[src/hdl/oaht_pkg.sv]
// Package with request and result types, command and status structs, and result codes.
`timescale 1ns / 1ps
package oaht_pkg;

    localparam int KEY_W     = 31;
    localparam int STATUS_W  = 3;
    localparam int SLOT_W    = 5;
    localparam int MOD_BITS  = 4;
    localparam int MOD_STEPS = 8;
    localparam int PAD_W     = MOD_BITS * MOD_STEPS;
    localparam int MSTEP_W   = $clog2(MOD_STEPS);

    localparam logic [STATUS_W-1:0] STAT_INSERTED  = 3'd0;
    localparam logic [STATUS_W-1:0] STAT_FOUND     = 3'd1;
    localparam logic [STATUS_W-1:0] STAT_NOT_FOUND = 3'd2;
    localparam logic [STATUS_W-1:0] STAT_FULL      = 3'd3;
    localparam logic [STATUS_W-1:0] STAT_INVALID   = 3'd4;

    localparam logic CMD_INSERT = 1'b0;
    localparam logic CMD_SEARCH = 1'b1;

    typedef struct packed {
        logic             cmd;
        logic [KEY_W-1:0] key;
    } req_t;

    typedef struct packed {
        logic [STATUS_W-1:0] status;
        logic [SLOT_W-1:0]   slot;
    } rsp_t;

    typedef struct packed {
        logic                clr_step;
        logic                load;
        logic                mod_step;
        logic                probe_start;
        logic                advance;
        logic                write_key;
        logic                res_load;
        logic                res_use_slot;
        logic [STATUS_W-1:0] res_status;
    } dp_cmd_t;

    typedef struct packed {
        logic clr_last;
        logic is_search;
        logic key_zero;
        logic mod_last;
        logic slot_empty;
        logic slot_match;
        logic probe_last;
        logic res_free;
    } dp_stat_t;

endpackage

[src/hdl/oaht_datapath.sv]
// Datapath with slot memory, key remainder unit, probe index and result register.
`timescale 1ns / 1ps
module oaht_datapath import oaht_pkg::*; #(
    parameter int TABLE_SIZE = 31
) (
    input  logic     aclk,
    input  logic     aresetn,
    input  req_t     s_req,
    input  dp_cmd_t  cmd,
    output dp_stat_t stat,
    output logic     m_valid,
    input  logic     m_ready,
    output rsp_t     m_rsp
);

    localparam int IDX_W = $clog2(TABLE_SIZE);
    localparam int REM_W = $clog2(TABLE_SIZE) + 1;
    localparam logic [REM_W-1:0] SIZE_R = REM_W'(TABLE_SIZE);
    localparam logic [IDX_W-1:0] LAST_IDX = IDX_W'(TABLE_SIZE - 1);

    logic [KEY_W-1:0] mem [TABLE_SIZE];
    logic [KEY_W-1:0] rdata_reg;
    logic [IDX_W-1:0] rd_addr;

    logic [IDX_W-1:0]   idx_reg, idx_next;
    logic [IDX_W-1:0]   cnt_reg;
    logic [KEY_W-1:0]   key_reg;
    logic               cmd_reg;
    logic [PAD_W-1:0]   sh_reg;
    logic [REM_W-1:0]   rem_reg, rem_next;
    logic [MSTEP_W-1:0] mstep_reg;
    logic               m_valid_reg;
    rsp_t               rsp_reg;
    logic [IDX_W+SLOT_W-1:0] idx_ext;

    always_comb begin
        logic [REM_W-1:0] r;
        r = rem_reg;
        for (int i = 0; i < MOD_BITS; i++) begin
            r = {r[REM_W-2:0], sh_reg[PAD_W-1-i]};
            if (r >= SIZE_R) begin
                r = r - SIZE_R;
            end
        end
        rem_next = r;
    end

    assign idx_next = (idx_reg == LAST_IDX) ? '0 : idx_reg + 1'b1;

    always_comb begin
        if (cmd.probe_start) begin
            rd_addr = rem_next[IDX_W-1:0];
        end else if (cmd.advance) begin
            rd_addr = idx_next;
        end else begin
            rd_addr = idx_reg;
        end
    end

    always_ff @(posedge aclk) begin
        if (cmd.clr_step) begin
            mem[idx_reg] <= '0;
        end else if (cmd.write_key) begin
            mem[idx_reg] <= key_reg;
        end
        rdata_reg <= mem[rd_addr];
    end

    always_ff @(posedge aclk) begin
        if (!aresetn) begin
            idx_reg     <= '0;
            cnt_reg     <= '0;
            mstep_reg   <= '0;
            m_valid_reg <= 1'b0;
        end else begin
            if (cmd.clr_step) begin
                idx_reg <= idx_next;
            end else if (cmd.probe_start) begin
                idx_reg <= rem_next[IDX_W-1:0];
                cnt_reg <= '0;
            end else if (cmd.advance) begin
                idx_reg <= idx_next;
                cnt_reg <= cnt_reg + 1'b1;
            end
            if (cmd.load) begin
                mstep_reg <= '0;
            end else if (cmd.mod_step) begin
                mstep_reg <= mstep_reg + 1'b1;
            end
            if (cmd.res_load) begin
                m_valid_reg <= 1'b1;
            end else if (m_ready) begin
                m_valid_reg <= 1'b0;
            end
        end
    end

    assign idx_ext = {{SLOT_W{1'b0}}, idx_reg};

    always_ff @(posedge aclk) begin
        if (cmd.load) begin
            key_reg <= s_req.key;
            cmd_reg <= s_req.cmd;
            sh_reg  <= {{(PAD_W - KEY_W){1'b0}}, s_req.key};
            rem_reg <= '0;
        end else if (cmd.mod_step) begin
            sh_reg  <= sh_reg << MOD_BITS;
            rem_reg <= rem_next;
        end
        if (cmd.res_load) begin
            rsp_reg.status <= cmd.res_status;
            rsp_reg.slot   <= cmd.res_use_slot ? idx_ext[SLOT_W-1:0] : '0;
        end
    end

    assign stat.clr_last   = (idx_reg == LAST_IDX);
    assign stat.is_search  = (cmd_reg == CMD_SEARCH);
    assign stat.key_zero   = (key_reg == '0);
    assign stat.mod_last   = (mstep_reg == MSTEP_W'(MOD_STEPS - 1));
    assign stat.slot_empty = (rdata_reg == '0);
    assign stat.slot_match = (rdata_reg == key_reg);
    assign stat.probe_last = (cnt_reg == LAST_IDX);
    assign stat.res_free   = !m_valid_reg || m_ready;

    assign m_valid = m_valid_reg;
    assign m_rsp   = rsp_reg;

    a_idx_range: assert property (@(posedge aclk) disable iff (!aresetn)
        idx_reg <= LAST_IDX)
        else $error("probe index out of range");

    a_no_zero_write: assert property (@(posedge aclk) disable iff (!aresetn)
        cmd.write_key |-> (key_reg != '0) && (rdata_reg == '0))
        else $error("key written over occupied slot or key is zero");

    a_found_match: assert property (@(posedge aclk) disable iff (!aresetn)
        cmd.res_load && (cmd.res_status == STAT_FOUND) |-> rdata_reg == key_reg)
        else $error("found result without matching slot");

    a_no_overwrite: assert property (@(posedge aclk) disable iff (!aresetn)
        cmd.res_load |-> !m_valid_reg || m_ready)
        else $error("result loaded over pending result");

endmodule

[src/hdl/oaht_ctrl.sv]
// Controller state machine sequencing clear, hash, probe and result.
`timescale 1ns / 1ps
module oaht_ctrl import oaht_pkg::*; (
    input  logic     aclk,
    input  logic     aresetn,
    input  logic     s_valid,
    output logic     s_ready,
    input  dp_stat_t stat,
    output dp_cmd_t  cmd
);

    typedef enum logic [3:0] {
        ST_CLEAR = 4'b0001,
        ST_IDLE  = 4'b0010,
        ST_HASH  = 4'b0100,
        ST_PROBE = 4'b1000
    } state_t;

    state_t state_reg, state_next;

    always_ff @(posedge aclk) begin
        if (!aresetn) begin
            state_reg <= ST_CLEAR;
        end else begin
            state_reg <= state_next;
        end
    end

    always_comb begin
        logic                done;
        logic                use_slot;
        logic                wr;
        logic [STATUS_W-1:0] st;
        done       = 1'b0;
        use_slot   = 1'b0;
        wr         = 1'b0;
        st         = STAT_NOT_FOUND;
        cmd        = '0;
        s_ready    = 1'b0;
        state_next = state_reg;
        case (state_reg)
            ST_CLEAR: begin
                cmd.clr_step = 1'b1;
                if (stat.clr_last) begin
                    state_next = ST_IDLE;
                end
            end
            ST_IDLE: begin
                s_ready  = 1'b1;
                cmd.load = s_valid;
                if (s_valid) begin
                    state_next = ST_HASH;
                end
            end
            ST_HASH: begin
                if (stat.key_zero) begin
                    cmd.res_status = STAT_INVALID;
                    if (stat.res_free) begin
                        cmd.res_load = 1'b1;
                        state_next   = ST_IDLE;
                    end
                end else begin
                    cmd.mod_step = 1'b1;
                    if (stat.mod_last) begin
                        cmd.probe_start = 1'b1;
                        state_next      = ST_PROBE;
                    end
                end
            end
            ST_PROBE: begin
                if (!stat.is_search) begin
                    if (stat.slot_empty) begin
                        done     = 1'b1;
                        use_slot = 1'b1;
                        wr       = 1'b1;
                        st       = STAT_INSERTED;
                    end else if (stat.probe_last) begin
                        done = 1'b1;
                        st   = STAT_FULL;
                    end
                end else begin
                    if (stat.slot_empty) begin
                        done = 1'b1;
                        st   = STAT_NOT_FOUND;
                    end else if (stat.slot_match) begin
                        done     = 1'b1;
                        use_slot = 1'b1;
                        st       = STAT_FOUND;
                    end else if (stat.probe_last) begin
                        done = 1'b1;
                        st   = STAT_NOT_FOUND;
                    end
                end
                cmd.res_status   = st;
                cmd.res_use_slot = use_slot;
                if (!done) begin
                    cmd.advance = 1'b1;
                end else if (stat.res_free) begin
                    cmd.res_load  = 1'b1;
                    cmd.write_key = wr;
                    state_next    = ST_IDLE;
                end
            end
            default: begin
                state_next = ST_CLEAR;
            end
        endcase
    end

    a_accept_idle: assert property (@(posedge aclk) disable iff (!aresetn)
        cmd.load |=> state_reg == ST_HASH)
        else $error("accepted request did not start hashing");

    a_clear_done: assert property (@(posedge aclk) disable iff (!aresetn)
        (state_reg == ST_CLEAR) && stat.clr_last |=> state_reg == ST_IDLE)
        else $error("clearing pass did not finish");

    a_one_action: assert property (@(posedge aclk) disable iff (!aresetn)
        $onehot0({cmd.advance, cmd.res_load, cmd.probe_start, cmd.clr_step}))
        else $error("conflicting datapath commands");

endmodule

[src/hdl/open_addressing_hash_table_top.sv]
// Top level: linear probing hash table with request and result channels.
// After reset the slot memory is cleared one slot per cycle, over all TABLE_SIZE slots; no request taken.
// A request is taken in idle, its key remainder is computed in the hash state, then one slot is probed per cycle.
// A request probes 1 to TABLE_SIZE slots before its result; key zero gets an invalid result without probing.
// Requests are taken one at a time: a request is hashed and probed to its end before the next is taken,
// as the table has a single read port. The result register lets the next request start while a result waits.
`timescale 1ns / 1ps
module open_addressing_hash_table_top import oaht_pkg::*; #(
    parameter int TABLE_SIZE = 31
) (
    input  logic aclk,
    input  logic aresetn,
    input  logic s_valid,
    output logic s_ready,
    input  req_t s_req,
    output logic m_valid,
    input  logic m_ready,
    output rsp_t m_rsp
);

    dp_cmd_t  cmd;
    dp_stat_t stat;

    oaht_ctrl u_ctrl (
        .aclk    (aclk),
        .aresetn (aresetn),
        .s_valid (s_valid),
        .s_ready (s_ready),
        .stat    (stat),
        .cmd     (cmd)
    );

    oaht_datapath #(
        .TABLE_SIZE (TABLE_SIZE)
    ) u_datapath (
        .aclk    (aclk),
        .aresetn (aresetn),
        .s_req   (s_req),
        .cmd     (cmd),
        .stat    (stat),
        .m_valid (m_valid),
        .m_ready (m_ready),
        .m_rsp   (m_rsp)
    );

endmodule
[config.mk]
export PLATFORM = sky130hd
export DESIGN_NAME = open_addressing_hash_table_top
export DESIGN_NICKNAME = d
export VERILOG_FILES = /design/src/hdl/oaht_pkg.sv /design/src/hdl/oaht_datapath.sv /design/src/hdl/oaht_ctrl.sv /design/src/hdl/open_addressing_hash_table_top.sv
export SDC_FILE = /design/constraint.sdc
export NUM_CORES = 1
export LEC_CHECK = 0
export BUFFER_PORTS_ARGS = -buffer_cell sky130_fd_sc_hd__buf_2
export CAP_MARGIN = 15
export CORE_MARGIN = 1
export CORE_UTILIZATION = 60
export CTS_CLUSTER_SIZE = 40
export DETAILED_ROUTE_END_ITERATION = 10
export GPL_TIMING_DRIVEN = 0
export PLACE_DENSITY = 0.76
export SLEW_MARGIN = 30
export SYNTH_ARGS = -nofsm -noshare
export SYNTH_HDL_FRONTEND = slang
export SYNTH_SLANG_ARGS = --single-unit
[constraint.sdc]
create_clock -name aclk -period 6.58 [get_ports aclk]
set_clock_uncertainty 0.05 [all_clocks]
set_input_delay 0.329 -clock aclk [delete_from_list [all_inputs] [get_ports aclk]]
set_output_delay 0.329 -clock aclk [all_outputs]
set_load 0.03 [all_outputs]
== After elaboration in Yosys (flattened, before gate mapping) ==
Memories as Yosys holds them, arrays and structs flattened. A register that Yosys moved wholly into a read port is not among the register bits.
Index checks and enable logic that the tools add are counted.

* Word-level logic and storage cells: 108
* Memory bits (writable): 961
* Output and inout port bits: 10
* Bits in registers: 95
* Memories kept: 1
* Input port bits: 36

{| class="wikitable"
|+ Memory list
! memory !! words !! width !! rd ports !! clocked after memory_dff !! write ports !! RTL line !! source
|-
| u_datapath.mem || 31 || 31 || 1 || 1 || 1 || oaht_datapath.sv:21 || <nowiki>logic [KEY_W-1:0] mem [TABLE_SIZE];</nowiki>
|}

* Mux-type cells: 59
* $add $sub $neg: 7
* Equal/unequal tests: 12
* Reduce and logical (&&, ||, !) cells: 10
* Magnitude comparators: 4
* Bitwise operators: 3

{| class="wikitable"
|+ Operators by type and width
! cell !! number
|-
| two-way mux 31 bit || 3
|-
| logical NOT 31 bit || 2
|-
| two-way mux 5 bit || 10
|-
| equality test 31 bit || 1
|-
| two-way mux 1 bit || 27
|-
| greater-or-equal comparator 6 x 5 -> 1 bit (second input constant) || 4
|-
| two-way mux 4 bit || 6
|-
| subtractor 5 bit (second input constant) || 4
|-
| case mux 4 bit (4 select lines) || 1
|-
| two-way mux 2 bit || 6
|-
| two-way mux 3 bit || 4
|-
| adder 5 x 1 -> 5 bit (second input constant) || 2
|-
| equality test 5 bit (second input constant) || 2
|-
| case mux 3 bit (2 select lines) || 1
|-
| nonzero test 2 bit || 3
|-
| equality test 4 x 1 -> 1 bit (second input constant) || 1
|-
| equality test 4 x 2 -> 1 bit (second input constant) || 1
|-
| equality test 4 x 3 -> 1 bit (second input constant) || 1
|-
| equality test 4 bit (second input constant) || 1
|-
| != test 2 bit (second input constant) || 2
|-
| AND reduction 4 bit || 1
|-
| adder 3 x 1 -> 3 bit (second input constant) || 1
|-
| equality test 3 bit (second input constant) || 1
|-
| != test 3 bit (second input constant) || 1
|-
| 8 further kinds || 9
|}

== Depth between registers and ports, before layout ==
* Depth in word-level cells: 12
* Depth in mapped cells: 27
* Depth with buffers taken out: 22

== By module ==
From an unflattened synthesis, not the netlist that was laid out.

* Cell total of the unflattened synthesis: 3113
* Area, all modules: 43693.2 µm²

{| class="wikitable"
|+ Modules (own cells, without submodules)
! module !! instances !! area an instance (µm²) !! cells each !! seq. area each (µm²)
|-
| oaht_datapath || 1 || 43236.5 || 3052 || 32010.7
|-
| oaht_ctrl || 1 || 456.7 || 61 || 80.1
|}

== Worst setup path after synthesis ==
No wires, ideal clock.

* Kind: reg-to-reg
* From: reg u_datapath.sh_reg[31]
* To: reg u_datapath.rdata_reg[29], read port of u_datapath.mem
* Path buffers: 3
* Cell stages (with the launch flop): 26
* Period minus slack after synthesis: 5.409 ns
* Required time: 6.404 ns
* Setup time: 0.126 ns
* Slack: 1.171 ns
* Data arrival time: 5.233 ns
* Cell sequence: dfxtp_1 -> ha_1 -> a41oi_2 -> xnor2_1 -> ha_1 -> nand3_1 -> nor2_1 -> a2bb2oi_2 -> or3_1 -> and2_1 -> ha_1 -> o221ai_2 -> o21ai_1 -> xor2_1 -> ha_1 -> inv_1 -> a211oi_4 -> a2111oi_4 -> or3_1 -> buf_4 -> buf_6 -> buf_6 -> a211oi_2 -> a211oi_1 -> nor4_1 -> nor3_1

* Longest elaborated chain between the ends: 9
* Elaborated cells between the ends (all ways): 13
* Classes of those cells: 4 x add/sub; 4 x order compare; 5 x mux

{| class="wikitable"
|+ Ends and longest elaborated chain
! what !! RTL line !! source
|-
| start, declared || oaht_datapath.sv:29 || <nowiki>logic [PAD_W-1:0] sh_reg;</nowiki>
|-
| start signal, assigned || oaht_datapath.sv:104 || <nowiki>sh_reg <= {{(PAD_W - KEY_W){1'b0}}, s_req.key};</nowiki>
|-
| start signal, assigned || oaht_datapath.sv:107 || <nowiki>sh_reg <= sh_reg << MOD_BITS;</nowiki>
|-
| subtractor 5 bit / greater-or-equal comparator 6 x 5 -> 1 bit (equally long branches) || oaht_datapath.sv:42, oaht_datapath.sv:41 ||
|-
| two-way mux 5 bit * || oaht_datapath.sv:41 || <nowiki>if (r >= SIZE_R) begin</nowiki>
|-
| subtractor 5 bit / greater-or-equal comparator 6 x 5 -> 1 bit (equally long branches) || oaht_datapath.sv:42, oaht_datapath.sv:41 ||
|-
| two-way mux 5 bit * || oaht_datapath.sv:41 ||
|-
| subtractor 5 bit / greater-or-equal comparator 6 x 5 -> 1 bit (equally long branches) || oaht_datapath.sv:42, oaht_datapath.sv:41 ||
|-
| two-way mux 5 bit * || oaht_datapath.sv:41 ||
|-
| subtractor 5 bit / greater-or-equal comparator 6 x 5 -> 1 bit (equally long branches) || oaht_datapath.sv:42, oaht_datapath.sv:41 ||
|-
| two-way mux 5 bit * || oaht_datapath.sv:41 ||
|-
| two-way mux 5 bit * || -- ||
|-
| end, declared || oaht_datapath.sv:22 || <nowiki>logic [KEY_W-1:0] rdata_reg;</nowiki>
|}

Every way passes the cells marked *; elsewhere a longest branch is shown, timed or not.
A chain may end at the register's enable or synchronous reset.

== Worst setup path after layout ==
* From: reg u_datapath.sh_reg[31]
* To: reg u_datapath.rdata_reg[7], read port of u_datapath.mem

The elaborated chain is that of the path after synthesis.

==> impl_metrics.env <==
export IMPL_place_congestion=0.984
export IMPL_clockPowerShare_pct=40.8
export IMPL_cts_tree="yes"
export IMPL_synth_area_sq_um=43800
export IMPL_fp_coreArea_sq_um=71900
export IMPL_finalHoldViolCount=0
export IMPL_ys_warn_count=0
export IMPL_vias=27800
export IMPL_swShare_pct=22.5
export IMPL_p_sw_mw=3.30
export IMPL_most_common_layout_cells="edfxtp_1, nand2_1, a211oi_1, mux2i_1, clkbuf_1"
export IMPL_post_place_ws_ns=-1.31
export IMPL_grt_pass1_vias=27500
export IMPL_fmax_ghz=0.153
export IMPL_final_period_utilization_pct=99.5
export IMPL_cts_max_path_buffers=3
export IMPL_grt_pass1_wl_microns=175000
export IMPL_design_area_sq_um=50800
export IMPL_numClockSinks=1087
export IMPL_wl_microns=121000
export IMPL_drc_errors=0
export IMPL_worstPathRequired_ns=7.05
export IMPL_dp_hpwl_microns=82200
export IMPL_ios=46
export IMPL_p_leak_nw=17.2
export IMPL_synth_cell_types=71
export IMPL_min_path_type="input port to register"
export IMPL_insertion_delay_ns=0.67
export IMPL_syn_area_per_cell_sq_um=15.4
export IMPL_ys_ff_latch=1087
export IMPL_grt_ovfl_total=0
export IMPL_fillers=4486
export IMPL_min_path_cells=2
export IMPL_drive_above_1_share_pct=15.9
export IMPL_antenna_found_initial=6
export IMPL_relSlewSlack_pct=34.5
export IMPL_comb_power_share_pct=7.2
export IMPL_min_from="s_req[23]"
export IMPL_critPathMaxStageDelay_ns=0.64
export IMPL_cp_end_kind="register"
export IMPL_internal_power_mw=11.4
export IMPL_hold_slack_ns=0.369
export IMPL_crit_path_start_kind="register"
export IMPL_reg2reg_depth=27
export IMPL_startpoint="u_datapath.sh_reg[31]"
export IMPL_place_area_sq_um=46500
export IMPL_portBuffers=45
export IMPL_syn_nets=2885
export IMPL_min_period_ns=6.55
export IMPL_root_buffer="clkbuf_16"
export IMPL_drtIter0Drc=3741
export IMPL_run_status="finished clean"
export IMPL_ys_async_sr_fraction_pct=0
export IMPL_arrival_ns=7.02
export IMPL_crit_buf_inv=6
export IMPL_clkTransAtPathRegs_ns=0.06
export IMPL_critPathSlowestCell="nor4_2"
export IMPL_finalSetupViolCount=0
export IMPL_layout_nets=3115
export IMPL_synth_flop_cell="edfxtp_1"
export IMPL_die_w_microns=272
export IMPL_die_y_microns=272
export IMPL_slew_viol_final=0
export IMPL_syn_inst=2837
export IMPL_dieArea_sq_um=74000
export IMPL_critical_path_class="register to register"
export IMPL_setup_tns_ns=0
export IMPL_worstPathMaxFanout=10
export IMPL_cp_depth=27
export IMPL_grtUsageTotal_pct=32.6
export IMPL_synth_edf_count=1032
export IMPL_worst_pin_slew_ns=0.973
export IMPL_fp_row_count=98
export IMPL_reg2reg_from="u_datapath.sh_reg[31]"
export IMPL_ant_nets=0
export IMPL_post_drt_via_cell_ratio=6.78
export IMPL_seq_area_frac_synth_pct=73.3
export IMPL_fin_total_pwr_mw=14.7
export IMPL_worst_slack_ns=0.0305
export IMPL_pwr_share_seq_pct=52.1
export IMPL_vdd_drop_max_mv=0.268
export IMPL_critPathTopFamily="simple AND/OR/NAND/NOR gates"
export IMPL_area_delta_synth_final_pct=16.0
export IMPL_powerDensity_nw_per_um2=289
export IMPL_timing_max_cap_violations=0
export IMPL_dr_pass1_iters=6
export IMPL_wl_per_cell_microns=29.5
export IMPL_htree_levels=3
export IMPL_grt_max_degree=32
export IMPL_initial_core_util_pct=60.9
export IMPL_layout_commonest_cell="edfxtp_1"
export IMPL_cts_buffers=106
export IMPL_largest_register_ffs=961
export IMPL_path_common_cell="buf_4"
==> cells by family (layout without fill, tap and decap cells) <==
family | after synthesis | after routing | share of synthesized area [%]
AND/OR/NAND/NOR | 751 | 751 | 8.86
other | 0 | 1 | 0
buffers and inverters | 204 | 519 | 2.24
flip-flops | 1087 | 1087 | 73.3
multiplexers | 233 | 233 | 6.25
XOR/XNOR | 44 | 44 | 0.881
adder cells (fa/ha/maj) | 12 | 12 | 0.343
AO/OA/AOI/OAI | 506 | 506 | 8.08
==> cell usage after synthesis, drive strengths merged, types with 6 or more instances <==
cell       n  area (sq um)
and3       8          50.1
dfxtp     55          1100
a21oi    103           515
a221oi    62           543
mux2i    195          1950
mux2       7          86.3
nand3     26           130
and2      42           263
mux4      31           698
nor4b     94           823
a31oi     37           231
a211oi   220          1670
nand2b     8          50.1
nor2b      6          37.5
nand3b     6          45.0
nor4      78           488
clkbuf   126           477
xnor2     39           342
inv       13          48.8
edfxtp  1032         31000
o21ai     53           265
nand4     12          75.1
nor2      64           243
nor3      44           225
buf       65           453
nand2    341          1280
ha        12           150
==> worst paths after layout <==
check                            end  slack, ns
max          u_datapath.rdata_reg[7]       0.03
min           u_datapath.key_reg[23]       0.37
min reg2reg    u_datapath.sh_reg[10]       0.47
max reg2reg  u_datapath.rdata_reg[7]       0.03
==> area by class of cell <==
| cell class | instances | area [sq um] | share of cell area (%) |
|---|---|---|---|
| flip-flops and latches | 1087 | 32100 | 63.2 |
| clock inverters | 46 | 433 | 0.853 |
| repair buffers | 122 | 1550 | 3.05 |
| inverters | 13 | 48.8 | 0.0961 |
| plain buffers | 191 | 1000 | 1.97 |
| diodes | 1 | 2.50 | 0.00493 |
| well taps | 950 | 1190 | 2.34 |
| clock buffers | 147 | 2980 | 5.87 |
| multi-input cells | 1546 | 11500 | 22.6 |
==> per-layer routing <==
layer / part of all wire [%] / wire (microns) / global-route usage (%)
met5: 0.0066 / 8 / 0
met4: 4.8 / 5780 / 15.0
met3: 11 / 12800 / 6.77
met2: 48 / 57900 / 52.3
met1: 37 / 44600 / 43.3
==> per-stage QoR <==
step / utilization (%) / cells
6_report: 70.6 / 4103
5_1_grt: 70.6 / 4102
4_1_cts: 70.5 / 4098
3_5_place_dp: 64.7 / 3867
3_3_place_gp: 62.9 / 3832
2_1_floorplan: - / 2837
==> power groups by stage <==
stage                     registers [mW]  clock network, mW  logic [mW]
after floorplan                     7.75                  0       0.540
after global placement              7.78                  0       0.878
after detailed placement            7.78                  0       0.949
after CTS                           7.63               5.97        1.02
after global routing                7.63               6.24        1.09
final                               7.63               5.98        1.05
==> timing repair <==
item | 4_1_cts | 5_1_grt
endpoints found under the setup margin | 34 | 31
hold buffers | 35 | 0
buffers inserted | 3 | 4
endpoints found under the hold margin | 65 | 0
pin swaps | 4 | 7
gates resized for setup | 70 | 53
Power figures use the tool's default switching activity.
